==> src/hw/rtl/lcwf_pkg.sv <==
package lcwf_pkg;

  localparam int unsigned HISTORY_DEPTH = 65536;
  localparam int unsigned HIST_AW = $clog2(HISTORY_DEPTH);
  localparam int unsigned LEN_W = 17;
  localparam int unsigned CNT_W = 16;
  localparam logic [LEN_W-1:0] LIMIT_RESET = 17'h10000;

  typedef enum logic [1:0] {
    OP_BYTE    = 2'd0,
    OP_TICK    = 2'd1,
    OP_RESTART = 2'd2
  } op_e;

  typedef enum logic [3:0] {
    PH_CMD     = 4'd0,
    PH_REL_OFS = 4'd1,
    PH_LITERAL = 4'd2,
    PH_ABS_LO  = 4'd3,
    PH_ABS_HI  = 4'd4,
    PH_FILL_CL = 4'd5,
    PH_FILL_CH = 4'd6,
    PH_FILL_V  = 4'd7,
    PH_LONG_CL = 4'd8,
    PH_LONG_CH = 4'd9,
    PH_LONG_PL = 4'd10,
    PH_LONG_PH = 4'd11,
    PH_RUN     = 4'd12
  } phase_e;

  typedef enum logic {
    KIND_COPY = 1'b0,
    KIND_FILL = 1'b1
  } kind_e;

  typedef enum logic [2:0] {
    ERR_NONE      = 3'd0,
    ERR_OFFSET    = 3'd1,
    ERR_UNWRITTEN = 3'd2,
    ERR_OVERFLOW  = 3'd3,
    ERR_MISPLACED = 3'd4
  } err_e;

  typedef struct packed {
    logic             out_valid;
    logic [7:0]       out_byte;
    logic             run_pending;
    logic             finished;
    err_e             error_code;
    logic [LEN_W-1:0] decoded_length;
  } res_t;

  typedef struct packed {
    res_t               res;
    logic               from_ram;
    logic               we;
    logic [HIST_AW-1:0] waddr;
  } s1_t;

  typedef struct packed {
    logic               en;
    logic [HIST_AW-1:0] addr;
    logic [7:0]         data;
  } wr_t;

  typedef struct packed {
    logic               en;
    logic [HIST_AW-1:0] addr;
  } rd_t;

endpackage

==> src/hw/rtl/lcwf_pipe.sv <==
module lcwf_pipe (
  input  logic            clk_i,
  input  logic            rst_ni,
  input  logic            acc_i,
  input  lcwf_pkg::s1_t   s1_i,
  input  logic [7:0]      rdata_i,
  input  logic            m_ready_i,
  output logic            in_ready_o,
  output lcwf_pkg::wr_t   wr_o,
  output logic            m_valid_o,
  output lcwf_pkg::res_t  m_res_o
);
  import lcwf_pkg::*;

  logic s1_valid_q, s1_valid_d;
  s1_t  s1_q;
  logic s2_valid_q, s2_valid_d;
  res_t s2_q, s1_res;
  logic s1_adv;

  assign s1_adv     = s1_valid_q && (!s2_valid_q || m_ready_i);
  assign in_ready_o = !s1_valid_q || s1_adv;

  always_comb begin
    s1_res = s1_q.res;
    if (s1_q.from_ram) begin
      s1_res.out_byte = rdata_i;
    end
  end

  assign wr_o = '{en: s1_valid_q && s1_q.we && s1_adv, addr: s1_q.waddr,
                  data: s1_res.out_byte};

  assign s1_valid_d = acc_i || (s1_valid_q && !s1_adv);
  assign s2_valid_d = s1_adv || (s2_valid_q && !m_ready_i);
  assign m_valid_o  = s2_valid_q;
  assign m_res_o    = s2_q;

  always_ff @(posedge clk_i or negedge rst_ni) begin
    if (!rst_ni) begin
      s1_valid_q <= 1'b0;
      s2_valid_q <= 1'b0;
    end else begin
      s1_valid_q <= s1_valid_d;
      s2_valid_q <= s2_valid_d;
    end
  end

  always_ff @(posedge clk_i) begin
    if (acc_i) begin
      s1_q <= s1_i;
    end
    if (s1_adv) begin
      s2_q <= s1_res;
    end
  end

endmodule

==> config.mk <==
export PLATFORM = sky130hd
export DESIGN_NAME = lcwf_pipe
export DESIGN_NICKNAME = d
export VERILOG_FILES = /design/src/hw/rtl/lcwf_pkg.sv /design/src/hw/rtl/lcwf_pipe.sv
export SDC_FILE = /design/constraint.sdc
export NUM_CORES = 1
export LEC_CHECK = 0
export BUFFER_PORTS_ARGS = -buffer_cell sky130_fd_sc_hd__buf_2
export CAP_MARGIN = 20
export CORE_MARGIN = 3
export CORE_UTILIZATION = 45
export DETAILED_ROUTE_END_ITERATION = 12
export PLACE_DENSITY = 0.86
export SYNTH_ARGS = -nofsm -noshare
export SYNTH_HDL_FRONTEND = slang
export SYNTH_SLANG_ARGS = --single-unit
==> constraint.sdc <==
create_clock -name clk_i -period 1.8 [get_ports clk_i]
set_input_delay 0.18 -clock clk_i [delete_from_list [all_inputs] [get_ports clk_i]]
set_output_delay 0.18 -clock clk_i [all_outputs]
set_load 0.01 [all_outputs]
Word-level counts from Yosys, hierarchy flattened
Cells that the tools add are included.
Storage, ports and cells
  output and inout port bits: 58
  flip-flop bits (word level): 82
  logic and storage cells: 31
  input bits: 61
Cells by class
  reductions and logical operators: 13
  multiplexer cells: 1
Operators by type and width (number)
  $mux 8: 1
  $logic_and 1x1->1: 5
  $logic_not 1->1: 4
  $logic_or 1x1->1: 4

Logic depth before layout (Yosys ltp)
  depth in word-level cells: 6
  gate-level depth with buffers: 2
  gate-level depth less buffers: 2

Worst setup path after synthesis
Ideal clock, no wire load.
  path type: register -> register
  start: register s2_valid_q, in the netlist m_valid_o
  end: register s2_q (netlist bit m_res_o[0]) (enable)
  arrival: 1.296 ns
  buffers on the path: 0
  cell stages (with the launch flop): 3
  slack: 0.113 ns
  path through: dfrtp_1 -> nand2b_1 -> and2_1
Between the ends
  word-level cells in the longest chain between the ends: 3
RTL lines
  start, declared: RTL line lcwf_pipe.sv:17  | logic s2_valid_q, s2_valid_d;
  start signal, assigned: RTL line lcwf_pipe.sv:45  | s2_valid_q <= s2_valid_d;
  $logic_not 1->1: RTL line lcwf_pipe.sv:21  | assign s1_adv = s1_valid_q && (!s2_valid_q || m_ready_i);
  $logic_or 1x1->1: RTL line lcwf_pipe.sv:21
  $logic_and 1x1->1: RTL line lcwf_pipe.sv:21
  named net s1_adv: RTL line lcwf_pipe.sv:19  | logic s1_adv;
  end signal, assigned: RTL line lcwf_pipe.sv:54  | s2_q <= s1_res;
  end, declared: RTL line lcwf_pipe.sv:18  | res_t s2_q, s1_res;
The timed path passes the listed nets, and every way through them passes these cells.
A chain may end at the register's enable or synchronous reset.

==> qor.yml <==
switchingPower_mw: 0.851
cap_violations: 0
path_cells: "mux2_4, buf_2"
syn_nets: 175
fin_crit_ns: 1.64
die_w_um: 84.1
grt_pass1_vias: 1546
cts_buffers: 9
maxSlewViolCount: 0
clock_latency_ns: 0.34
port-buffer-count: 118
reg2reg_depth: 3
cp.arrival_ns: 1.46
post_cts_buffers: 0
max_freq_ghz: 0.610
synthCells: 114
status: "completed"
drt_iter0_drc: 85
fp.dieArea_mm2: 0.00708
peakVddDrop_mv: 0.765
p_sw_share_pct: 20.0
viasPerCell: 4.45
max_slew.worst_pin.slew_ns: 0.447
critical_path.slowest_cell: "edfxtp_1"
critPathTopFamily: "flip-flops"
seq_area_frac_synth_pct: 89.3
rows: 27
cts.sinks: 82
p_clk_share_pct: 36.4
drc: 0
area_growth_pct: 40.3
yosysUniqueCellTypes: 11
num_vias: 1487
min_period_over_period_pct: 91.1
drtAntennaViolNets: 0
dr.pass1.iters: 4
clk_path_buf_depth: 2
setup_tns_ns: 0
gp_congestion: 0.732
syn_area_mm2: 0.00275
worstSetupStartpoint: "s1_q[17]$_DFFE_PP_"
cp-end-kind: "primary output"
rr_endpoint: "m_res_o[23]$_DFFE_PP_"
ios: 119
grt_max_degree: 32
chipHeight_um: 84.1
share_seq_of_total_power_pct: 54.6
cp_data_required_time_ns: 1.62
rsz0062_at_grt: "false"
cp-start-kind: "flip-flop"
synth-warning-count: 0
ys_seq_elements: 82
grt-ovfl-total: 0
dp_hpwl_um: 3470
slowest_delay_ns: 0.63
crit_end: "wr_o[2]"
min_path_type: "primary input to flip-flop"
final_cells: 334
rrSetupSlack_ns: 0.47
cts.reportedPaths.clkPinSlew_ns: 0.08
use_met1_pct: 16.0
grt.met3_usage_pct: 6.32
fin_skew_ns: 0.0124
top_usage_layer: "met2"
gr-usage-met2_pct: 22.2
rr_startpoint: "m_valid_o$_DFF_PN0_"
h-tree-depth: 3
crit_cells: 2
avgSynthCellArea_um2: 24.1
cts_tree: "done"
diodes: 0
grt_pass1_wl_um: 7420
setup_violations: 0
dp.cells: 290
detail_route.wl_per_cell_um: 15.1
combPwrFrac_pct: 9.0
wl_um: 5040
antenna_found_initial: 0
slew_headroom_pct: 70.2
nets: 318
timing_hold_violations_final: 0
p_int_mw: 3.40
grtUsageTotal_pct: 14.1
path_max_fanout: 8
fp.coreArea_mm2: 0.00571
p_leak_nw: 1.60
cp.buffers_inverters: 1
ctsRootBufferMaster: "clkbuf_8"
start_util_pct: 48.1
worstSetupPathType: "flip-flop to primary output"
power_density_mw_per_mm2: 1100
drive_above_1_share_pct: 55.0
worst min path at each step:
| stage | start | end | cells after the start |
|---|---|---|---|
| 2_1_floorplan | rst_ni | m_valid_o$_DFF_PN0_ | 0 |
| 3_3_place_gp | rst_ni | m_valid_o$_DFF_PN0_ | 1 |
| 3_5_place_dp | rst_ni | m_valid_o$_DFF_PN0_ | 1 |
| 4_1_cts | s1_i[37] | s1_q[37]$_DFFE_PP_ | 1 |
| 5_1_grt | s1_i[7] | wr_o[15]$_DFFE_PP_ | 1 |
| 6_report | s1_i[23] | s1_q[23]$_DFFE_PP_ | 1 |
stage by stage:
stage / power (mW) / cell area, um2 / utilization, % / hold WS (ns) / worst slack [ns]
2_1_floorplan: 2.53 / 2750 / - / -0.116 / 0.113
3_3_place_gp: 2.69 / 3330 / 58.3 / -0.0356 / 0.530
3_5_place_dp: 2.71 / 3330 / 58.3 / -0.0348 / 0.465
4_1_cts: 4.27 / 3690 / 64.7 / 0.0000885 / 0.138
5_1_grt: 4.43 / 3850 / 67.5 / -0.00125 / 0.0812
6_report: 4.25 / 3850 / 67.5 / 0.0206 / 0.160
sequential cells by signal, summed over array words and instances (netlist names):
| name | count |
|---|---|
| m_res_o | 31 |
| s1_q | 33 |
| s1_valid_q | 1 |
| m_valid_o | 1 |
| wr_o | 16 |
power by group through the flow:
stage	Sequential (mW)	Clock [mW]	Combinational, mW
floorplan	2.39	0	0.138
global placement	2.36	0	0.330
detailed placement	2.37	0	0.340
CTS	2.33	1.58	0.360
global route	2.34	1.67	0.415
finish	2.32	1.55	0.382
final cells by class:
class | count | area (um2)
Sequential cell | 82 | 2450
Fill cell | 379 | 1860
Timing Repair Buffer | 149 | 906
Multi-Input combinational cell | 15 | 163
Clock buffer | 10 | 128
Clock inverter | 6 | 115
Tap cell | 72 | 90.1
synthesized netlist by cell type:
| cell type | n | area [um2] |
|---|---|---|
| a21o_1 | 1 | 7.51 |
| and2_1 | 1 | 6.26 |
| and3_1 | 1 | 6.26 |
| buf_4 | 16 | 120 |
| buf_6 | 1 | 11.3 |
| dfrtp_1 | 2 | 50.1 |
| edfxtp_1 | 80 | 2400 |
| mux2_4 | 8 | 120 |
| nand2_1 | 1 | 3.75 |
| nand2b_1 | 2 | 12.5 |
| nor2b_1 | 1 | 6.26 |
cells by family (layout without fill, tap and decap cells):
kind of cell,count (synthesis),after routing,share of synthesized area [%]
compound gates,1,1,0.273
flops,82,82,89.3
simple gates,6,6,1.28
mux,8,8,4.37
buf+inv,17,165,4.78
routing by layer:
metal	part of all wire, %	wire, um
met2	49	2480
met4	1.6	82
met3	11	573
met1	38	1910
met5	0	0
placed cells by master, fill, tap and decap left out, types with 2 or more instances in the layout:
| cell type | count |
|---|---|
| clkinv_4 | 2 |
| bufinv_16 | 3 |
| clkbuf_8 | 9 |
| buf_2 | 118 |
| nand2b_1 | 2 |
| dlygate4sd3_1 | 28 |
| buf_4 | 2 |
| edfxtp_1 | 80 |
| mux2_4 | 8 |
| dfrtp_1 | 2 |
timing repair:
action | 4_1_cts | 5_1_grt
endpoints found under the setup margin | 0 | 0
gates resized for setup | 0 | 0
endpoints found under the hold margin | 13 | 16
hold buffers | 12 | 16
(Power assumes the default switching activity.)
