### src/hw/rtl/lcwf_pkg.sv
package lcwf_pkg;

  localparam int unsigned HISTORY_DEPTH = 65536;
  localparam int unsigned HIST_AW = $clog2(HISTORY_DEPTH);
  localparam int unsigned LEN_W = 17;
  localparam int unsigned CNT_W = 16;
  localparam logic [LEN_W-1:0] LIMIT_RESET = 17'h10000;

  typedef enum logic [1:0] {
    OP_BYTE    = 2'd0,
    OP_TICK    = 2'd1,
    OP_RESTART = 2'd2
  } op_e;

  typedef enum logic [3:0] {
    PH_CMD     = 4'd0,
    PH_REL_OFS = 4'd1,
    PH_LITERAL = 4'd2,
    PH_ABS_LO  = 4'd3,
    PH_ABS_HI  = 4'd4,
    PH_FILL_CL = 4'd5,
    PH_FILL_CH = 4'd6,
    PH_FILL_V  = 4'd7,
    PH_LONG_CL = 4'd8,
    PH_LONG_CH = 4'd9,
    PH_LONG_PL = 4'd10,
    PH_LONG_PH = 4'd11,
    PH_RUN     = 4'd12
  } phase_e;

  typedef enum logic {
    KIND_COPY = 1'b0,
    KIND_FILL = 1'b1
  } kind_e;

  typedef enum logic [2:0] {
    ERR_NONE      = 3'd0,
    ERR_OFFSET    = 3'd1,
    ERR_UNWRITTEN = 3'd2,
    ERR_OVERFLOW  = 3'd3,
    ERR_MISPLACED = 3'd4
  } err_e;

  typedef struct packed {
    logic             out_valid;
    logic [7:0]       out_byte;
    logic             run_pending;
    logic             finished;
    err_e             error_code;
    logic [LEN_W-1:0] decoded_length;
  } res_t;

  typedef struct packed {
    res_t               res;
    logic               from_ram;
    logic               we;
    logic [HIST_AW-1:0] waddr;
  } s1_t;

  typedef struct packed {
    logic               en;
    logic [HIST_AW-1:0] addr;
    logic [7:0]         data;
  } wr_t;

  typedef struct packed {
    logic               en;
    logic [HIST_AW-1:0] addr;
  } rd_t;

endpackage

### src/hw/rtl/lcwf_ctrl.sv
module lcwf_ctrl (
  input  logic                  clk_i,
  input  logic                  rst_ni,
  input  logic                  cfg_we_i,
  input  logic [16:0]           cfg_wdata_i,
  input  logic                  acc_i,
  input  logic [1:0]            op_i,
  input  logic [7:0]            byte_i,
  input  lcwf_pkg::wr_t         wr_i,
  output lcwf_pkg::rd_t         rd_o,
  output lcwf_pkg::s1_t         s1_o
);
  import lcwf_pkg::*;

  localparam logic [LEN_W-1:0] DEPTH_L = LEN_W'(HISTORY_DEPTH);

  phase_e             phase_q, phase_d;
  kind_e              kind_q, kind_d;
  logic [CNT_W-1:0]   cnt_q, cnt_d;
  logic [15:0]        src_q, src_d;
  logic [7:0]         fill_q, fill_d;
  logic [LEN_W-1:0]   wpos_q, wpos_d;
  logic               done_q, done_d;
  err_e               err_q, err_d;
  logic [LEN_W-1:0]   limit_q;

  op_e                op;
  logic [LEN_W-1:0]   eff_limit;
  logic               full;
  logic [LEN_W-1:0]   ofs;
  logic [LEN_W-1:0]   back;
  logic [CNT_W-1:0]   cnt_dec;
  logic               valid;
  logic [7:0]         obyte;
  logic               from_ram;
  logic               we;

  assign op        = op_e'(op_i);
  assign eff_limit = (limit_q < DEPTH_L) ? limit_q : DEPTH_L;
  assign full      = (wpos_q >= eff_limit);
  assign ofs       = {5'b0, src_q[11:0] | {4'b0, byte_i}};
  assign back      = wpos_q - ofs;
  assign cnt_dec   = cnt_q - CNT_W'(1);

  always_comb begin
    phase_d  = phase_q;
    kind_d   = kind_q;
    cnt_d    = cnt_q;
    src_d    = src_q;
    fill_d   = fill_q;
    wpos_d   = wpos_q;
    done_d   = done_q;
    err_d    = err_q;
    valid    = 1'b0;
    obyte    = 8'd0;
    from_ram = 1'b0;
    we       = 1'b0;
    rd_o     = '{en: 1'b0, addr: src_q[HIST_AW-1:0]};

    if (acc_i) begin
      case (op)
        OP_RESTART: begin
          phase_d = PH_CMD;
          kind_d  = KIND_COPY;
          cnt_d   = '0;
          src_d   = '0;
          fill_d  = '0;
          wpos_d  = '0;
          done_d  = 1'b0;
          err_d   = ERR_NONE;
        end
        OP_BYTE: begin
          if (err_q != ERR_NONE) begin
          end else if (done_q || phase_q == PH_RUN) begin
            err_d = ERR_MISPLACED;
          end else begin
            case (phase_q)
              PH_CMD: begin
                if (!byte_i[7]) begin
                  cnt_d   = CNT_W'(byte_i[6:4]) + CNT_W'(3);
                  src_d   = {4'b0, byte_i[3:0], 8'b0};
                  phase_d = PH_REL_OFS;
                end else if (!byte_i[6]) begin
                  if (byte_i[5:0] == 6'd0) begin
                    done_d = 1'b1;
                  end else begin
                    cnt_d   = CNT_W'(byte_i[5:0]);
                    phase_d = PH_LITERAL;
                  end
                end else if (byte_i[5:0] < 6'h3e) begin
                  cnt_d   = CNT_W'(byte_i[5:0]) + CNT_W'(3);
                  phase_d = PH_ABS_LO;
                end else if (byte_i[5:0] == 6'h3e) begin
                  phase_d = PH_FILL_CL;
                end else begin
                  phase_d = PH_LONG_CL;
                end
              end
              PH_REL_OFS: begin
                if (ofs > wpos_q) begin
                  err_d = ERR_OFFSET;
                end else begin
                  src_d   = back[15:0];
                  kind_d  = KIND_COPY;
                  phase_d = (cnt_q != '0) ? PH_RUN : PH_CMD;
                end
              end
              PH_LITERAL: begin
                if (full) begin
                  err_d = ERR_OVERFLOW;
                end else begin
                  valid   = 1'b1;
                  we      = 1'b1;
                  obyte   = byte_i;
                  wpos_d  = wpos_q + LEN_W'(1);
                  cnt_d   = cnt_dec;
                  if (cnt_dec == '0) begin
                    phase_d = PH_CMD;
                  end
                end
              end
              PH_ABS_LO, PH_LONG_PL: begin
                src_d   = {8'b0, byte_i};
                phase_d = (phase_q == PH_ABS_LO) ? PH_ABS_HI : PH_LONG_PH;
              end
              PH_ABS_HI, PH_LONG_PH: begin
                src_d   = {byte_i, src_q[7:0]};
                kind_d  = KIND_COPY;
                phase_d = (cnt_q != '0) ? PH_RUN : PH_CMD;
              end
              PH_FILL_CL, PH_LONG_CL: begin
                cnt_d   = {8'b0, byte_i};
                phase_d = (phase_q == PH_FILL_CL) ? PH_FILL_CH : PH_LONG_CH;
              end
              PH_FILL_CH: begin
                cnt_d   = {byte_i, cnt_q[7:0]};
                phase_d = PH_FILL_V;
              end
              PH_LONG_CH: begin
                cnt_d   = {byte_i, cnt_q[7:0]};
                phase_d = PH_LONG_PL;
              end
              PH_FILL_V: begin
                fill_d  = byte_i;
                kind_d  = KIND_FILL;
                phase_d = (cnt_q != '0) ? PH_RUN : PH_CMD;
              end
              default: begin
                err_d = ERR_MISPLACED;
              end
            endcase
          end
        end
        OP_TICK: begin
          if (err_q != ERR_NONE) begin
          end else if (done_q || phase_q != PH_RUN) begin
            err_d = ERR_MISPLACED;
          end else if (full) begin
            err_d = ERR_OVERFLOW;
          end else if (kind_q == KIND_FILL) begin
            valid  = 1'b1;
            we     = 1'b1;
            obyte  = fill_q;
            wpos_d = wpos_q + LEN_W'(1);
            cnt_d  = cnt_dec;
            if (cnt_dec == '0) begin
              phase_d = PH_CMD;
            end
          end else if ({1'b0, src_q} >= wpos_q || {1'b0, src_q} >= DEPTH_L) begin
            err_d = ERR_UNWRITTEN;
          end else begin
            valid   = 1'b1;
            we      = 1'b1;
            rd_o.en = 1'b1;
            // The byte written by the previous transaction lands in memory at
            // this same edge, so it is taken from the write port instead.
            if (wr_i.en && wr_i.addr == src_q[HIST_AW-1:0]) begin
              obyte = wr_i.data;
            end else begin
              from_ram = 1'b1;
            end
            src_d  = src_q + 16'd1;
            wpos_d = wpos_q + LEN_W'(1);
            cnt_d  = cnt_dec;
            if (cnt_dec == '0) begin
              phase_d = PH_CMD;
            end
          end
        end
        default: begin
        end
      endcase
    end
  end

  always_comb begin
    s1_o.res.out_valid      = valid;
    s1_o.res.out_byte       = obyte;
    s1_o.res.run_pending    = (err_d == ERR_NONE) && (phase_d == PH_RUN);
    s1_o.res.finished       = done_d;
    s1_o.res.error_code     = err_d;
    s1_o.res.decoded_length = wpos_d;
    s1_o.from_ram           = from_ram;
    s1_o.we                 = we;
    s1_o.waddr              = wpos_q[HIST_AW-1:0];
  end

  always_ff @(posedge clk_i or negedge rst_ni) begin
    if (!rst_ni) begin
      phase_q <= PH_CMD;
      kind_q  <= KIND_COPY;
      cnt_q   <= '0;
      src_q   <= '0;
      fill_q  <= '0;
      wpos_q  <= '0;
      done_q  <= 1'b0;
      err_q   <= ERR_NONE;
      limit_q <= LIMIT_RESET;
    end else begin
      phase_q <= phase_d;
      kind_q  <= kind_d;
      cnt_q   <= cnt_d;
      src_q   <= src_d;
      fill_q  <= fill_d;
      wpos_q  <= wpos_d;
      done_q  <= done_d;
      err_q   <= err_d;
      if (cfg_we_i) begin
        limit_q <= cfg_wdata_i;
      end
    end
  end

endmodule

### config.mk
export PLATFORM = sky130hd
export DESIGN_NAME = lcwf_ctrl
export DESIGN_NICKNAME = d
export VERILOG_FILES = /design/src/hw/rtl/lcwf_pkg.sv /design/src/hw/rtl/lcwf_ctrl.sv
export SDC_FILE = /design/constraint.sdc
export NUM_CORES = 1
export LEC_CHECK = 0
export BUFFER_PORTS_ARGS = -buffer_cell sky130_fd_sc_hd__buf_2
export CORE_ASPECT_RATIO = 1.25
export CORE_MARGIN = 2
export CORE_UTILIZATION = 60
export CTS_BUF_LIST = sky130_fd_sc_hd__clkbuf_4 sky130_fd_sc_hd__clkbuf_8
export CTS_CLUSTER_DIAMETER = 50
export DETAILED_ROUTE_END_ITERATION = 8
export PLACE_DENSITY = 0.89
export SYNTH_ARGS = -nofsm -noshare
export SYNTH_HDL_FRONTEND = slang
export SYNTH_SLANG_ARGS = --single-unit
### constraint.sdc
create_clock -name clk_i -period 9.75 [get_ports clk_i]
set_input_delay 0.4875 -clock clk_i [delete_from_list [all_inputs] [get_ports clk_i]]
set_output_delay 0.4875 -clock clk_i [all_outputs]
set_load 0.05 [all_outputs]
---- Yosys cells after proc, flatten, opt, wreduce, memory -nomap -nowiden ----
Cells that the tools add are included.
Widths: inputs -> output; s select.
storage, ports and cells
  bits in registers ....................... 83
  bits of input ports ..................... 56
  output and inout bits ................... 66
operators by class
  add/sub/neg operators ................... 6
  order comparisons ....................... 5
  equality and inequality tests ........... 39
  mux-type cells .......................... 124
  bitwise logic cells ..................... 1
  reduce and logical (&&, ||, !) cells .... 25
operators by type and width
  operator               number
  $mux 16                21
  $mux 17                11
  $pmux 16 s4            2
  $mux 8                 14
  $pmux 16 s3            2
  $mux 4                 19
  $pmux 17 s3            1
  $mux 1                 34
  $pmux 4 s8             1
  $pmux 8 s2             2
  $mux 3                 10
  $reduce_and 13->1      2
  $eq 4x4->1 const B     6
  $reduce_and 12->1      2
  $ne 2x2->1 const B     9
  $pmux 3 s3             2
  $add 17x1->17 const B  1
  $ge 16x17->1           1
  $ge 17x17->1           1
  $gt 12x17->1           1
  $lt 17x17->1 const B   1
  $add 16x1->16 const B  1
  $eq 16x16->1           1
  $eq 4x3->1 const B     4
  other kinds (37)       51

---- Depth between registers and ports, before layout ----
  depth in word-level cells ............... 12
  mapped depth ............................ 15

---- Worst setup path after synthesis ----
No wires, ideal clock.
  path kind ............................... input to output
  from .................................... input byte_i[7]
  to ...................................... output s1_o[39] (netlist name)
  data arrival time ....................... 4,678 ps
  path slack .............................. 4,584 ps
  cell stages on the path ................. 13
  path through ............................ clkbuf_1 clkbuf_1 or2_2 ha_1 clkbuf_1 a31oi_1 nor4_1 o41ai_1 a21oi_1 nand2_1 o41ai_1 nor4b_1 nor4bb_1
RTL lines
  item             line             text
  start, declared  lcwf_ctrl.sv:8   input logic [7:0] byte_i,
  end, declared    lcwf_ctrl.sv:11  output lcwf_pkg::s1_t s1_o

==> metrics.cfg <==
[logic_synthesis]
synth_edf_count = 0
synth_cell_type_count = 78
synth_seq_cells = 83
yosys.area.top_type = dfrtp_1
syn-num-nets = 1137
synth_async_sr_flop_share = 1.00
netlist_area_mm2 = 0.00787
yosysSeqAreaShare = 0.264
synth_area_leaders = dfrtp_1, ha_1, nand2_1, o21ai_0, nor2_1
syn-mean-instance-area_um2 = 7.74
synthCells = 1017
synth_top_area_share = 0.261
dominantRegCellSynth = dfrtp_1
ys_warn_count = 0

[cts]
cts_tree = done
clk_latency_ns = 0.38
path_clk_slew_ns = 0.09
clock_sinks = 83
cts_setup_buffers = 0
htree_num_levels = 3
cts_buffers = 9
cts_resized = 0
ctsHoldBuffers = 0
root_buffer = clkbuf_8
clk_path_buf_depth = 2

[pwr]
switching_power_mw = 1.02
pwr-share-seq = 0.300
finalPower_mw = 1.96
p_comb_frac = 0.570
peakVddDrop_mv = 0.158
swShare = 0.523
intPower_uw = 933
p_leak_nw = 3.96
clock_power_share = 0.130
power.density_cell_area_mw_per_mm2 = 229

[placement]
io_buffers = 121
pre_cts_ws_ns = 4.83
dp.final_hpwl_um = 19300
dp_cells = 1235
gp_congestion = 1.03
placed_cell_area_mm2 = 0.00835

[run]
drv_cap = 0

[route]
drc = 0
drt_first_pass_iters = 6
viasPerCell = 6.69
first_iter_violations = 840
ant_nets = 0
wl_per_cell_um = 20.8
routed_wirelength_um = 26100
vias = 8368

[timing]
tns_ns = 0
holdWs_ns = 0.0469
fmax_mhz = 184
layout_setup_ws_ns = 4.31
final-setup-viol-count = 0
slew_violations = 0
slew_headroom = 0.186
hold_viol = 0
worstMarginPinSlew_ns = 1.22
rsz0062_at_grt = false
fin_crit_ns = 5.44
fin_skew_ns = 0.0115
finalCritPeriodShare = 0.558

[die]
start_util = 0.616
dieWidth_um = 106
dieArea_mm2 = 0.0141
ios = 122
fp-row-count = 46
die_h_um = 132
coreArea_mm2 = 0.0128

[global_route]
grt_overflow = 0
grt_pass1_vias = 7894
grt_pass1_wl_um = 40900
grt_start_max_net_pins = 51
antenna_found_initial = 0
track_usage = 0.368

[worst_setup_path]
crit_slowest_cell = a22o_1
worst_ep_arrival_time_ns = 4.96
start_kind = flip-flop
worstPathRequired_ns = 9.26
path_cells = clkinv_1 > nand2_1 > ha_1 > and3_1 > a211oi_1 > o21ai_0 > a311oi_1 > o31ai_1 > nor3_2 > a22o_1 > a21oi_1 > o21ai_1 > buf_2
path_class = reg -> out
worstPathMaxFanout = 24
crit_path_end_kind = primary output
max_stage_delay_ns = 0.82

[finish]
area_growth_pct = 8.59
drive_above_1_share = 0.164
nets = 1198
n_fill_cell = 1125
diodes = 0
final_area_mm2 = 0.00854
fin_cells = 1251
final_util = 0.669

[min_path]
min_path_type = in -> async

[outcome]
outcome = completed

-- cell families (layout without fill, tap and decap cells) --
| kind of cell | count (synthesis) | in the layout | synth area share |
|---|---|---|---|
| AND/OR/NAND/NOR | 380 | 380 | 0.234 |
| buffers and inverters | 129 | 195 | 0.0739 |
| adder cells (fa/ha/maj) | 64 | 64 | 0.103 |
| flip-flops | 83 | 83 | 0.264 |
| AO/OA/AOI/OAI | 297 | 297 | 0.247 |
| multiplexers | 23 | 23 | 0.0321 |
| XOR/XNOR | 41 | 41 | 0.0456 |
-- state kept, by name, indices dropped and copies added, names as in the netlist --
register  flops
kind_q        1
done_q        1
src_q        16
limit_q      17
phase_q       4
fill_q        8
wpos_q       17
cnt_q        16
err_q         3
-- synth_stat cells (4+ instances only) --
cell type / instances
buf_4: 20
a221o_1: 4
o21ai_1: 8
nor2_1: 87
a22o_1: 15
a211oi_1: 8
o221ai_1: 4
a21oi_1: 54
o211ai_1: 10
a31oi_1: 16
o22ai_1: 9
and3_1: 16
nand2b_1: 8
nor4_1: 11
nor2b_1: 13
nand2_1: 113
o32a_1: 4
a22oi_1: 15
o21a_1: 5
clkbuf_1: 47
and4_1: 4
or2_2: 9
o31ai_1: 8
nand4_1: 14
and2_1: 9
xor2_1: 10
o21ai_0: 84
dfrtp_1: 82
buf_2: 6
a21o_1: 10
xnor2_1: 31
nand3b_1: 5
mux2_2: 17
inv_1: 51
or3_1: 7
mux2i_1: 5
nand3_1: 42
nor3_1: 29
ha_1: 63
-- power by group through the flow --
stage          logic (mW)  clock network, mW  registers (mW)
4_1_cts              1.09              0.257           0.580
3_5_place_dp         1.08                  0           0.587
2_1_floorplan       0.776                  0           0.604
3_3_place_gp         1.06                  0           0.582
6_report             1.11              0.254           0.587
5_1_grt              1.20              0.269           0.600
-- critical path, delay by kind of cell (launching register included) --
kind	cells	cell delay [ns]
compound gates	7	2.28
simple gates	3	0.84
buf+inv	2	0.65
flops	1	0.54
fa+ha+maj	1	0.25
-- placed cells by master (no fill, tap or decap), drive strengths merged, types with 11 or more instances in the layout --
cell type / synthesis / routed
a21oi: 54 / 54
mux2: 18 / 18
nand4: 14 / 14
nor4: 11 / 11
nor2b: 13 / 13
xnor2: 31 / 31
nand3: 42 / 42
or2: 11 / 11
dfrtp: 82 / 82
o21ai: 92 / 92
ha: 63 / 63
nor3: 31 / 31
a22oi: 15 / 15
nor2: 87 / 87
nand2: 113 / 113
inv: 51 / 51
buf: 30 / 127
clkbuf: 47 / 13
a22o: 15 / 15
and3: 16 / 16
a31oi: 16 / 16
-- final cells by class --
type | instances | area, µm² | area share
sequential | 83 | 2080 | 0.243
clock buffer | 13 | 173 | 0.0202
multi-input combinational | 805 | 5210 | 0.610
tap | 168 | 210 | 0.0246
clock inverter | 3 | 21.3 | 0.00249
timing repair buffer | 127 | 653 | 0.0764
inverter | 52 | 195 | 0.0228
-- final timing paths --
| path | from | end | slack (ns) | cells past startpoint |
|---|---|---|---|---|
| min reg2reg | fill_q[0] | fill_q[0] | 0.51 | 2 |
| max | limit_q[16] | s1_o[22] | 4.31 | 13 |
| max reg2reg | limit_q[16] | wpos_q[4] | 5.38 | 12 |
| min in group clk_i | cfg_wdata_i[12] | limit_q[12] | 0.34 | 2 |
| max in group asynchronous | rst_ni | src_q[1] | 8.68 | 2 |
| min | rst_ni | cnt_q[15] | 0.05 | 1 |
-- layer usage --
layer / GRT usage / wire length, µm / vias to the layer above
met3: 0.0707 / 2790 / 138
met2: 0.599 / 12300 / 574
li1: - / - / 3798
met4: 0.245 / 1760 / 0
met1: 0.438 / 9210 / 3858
met5: 0 / 0 / -
No activity file was read; power rests on OpenSTA's default activity.
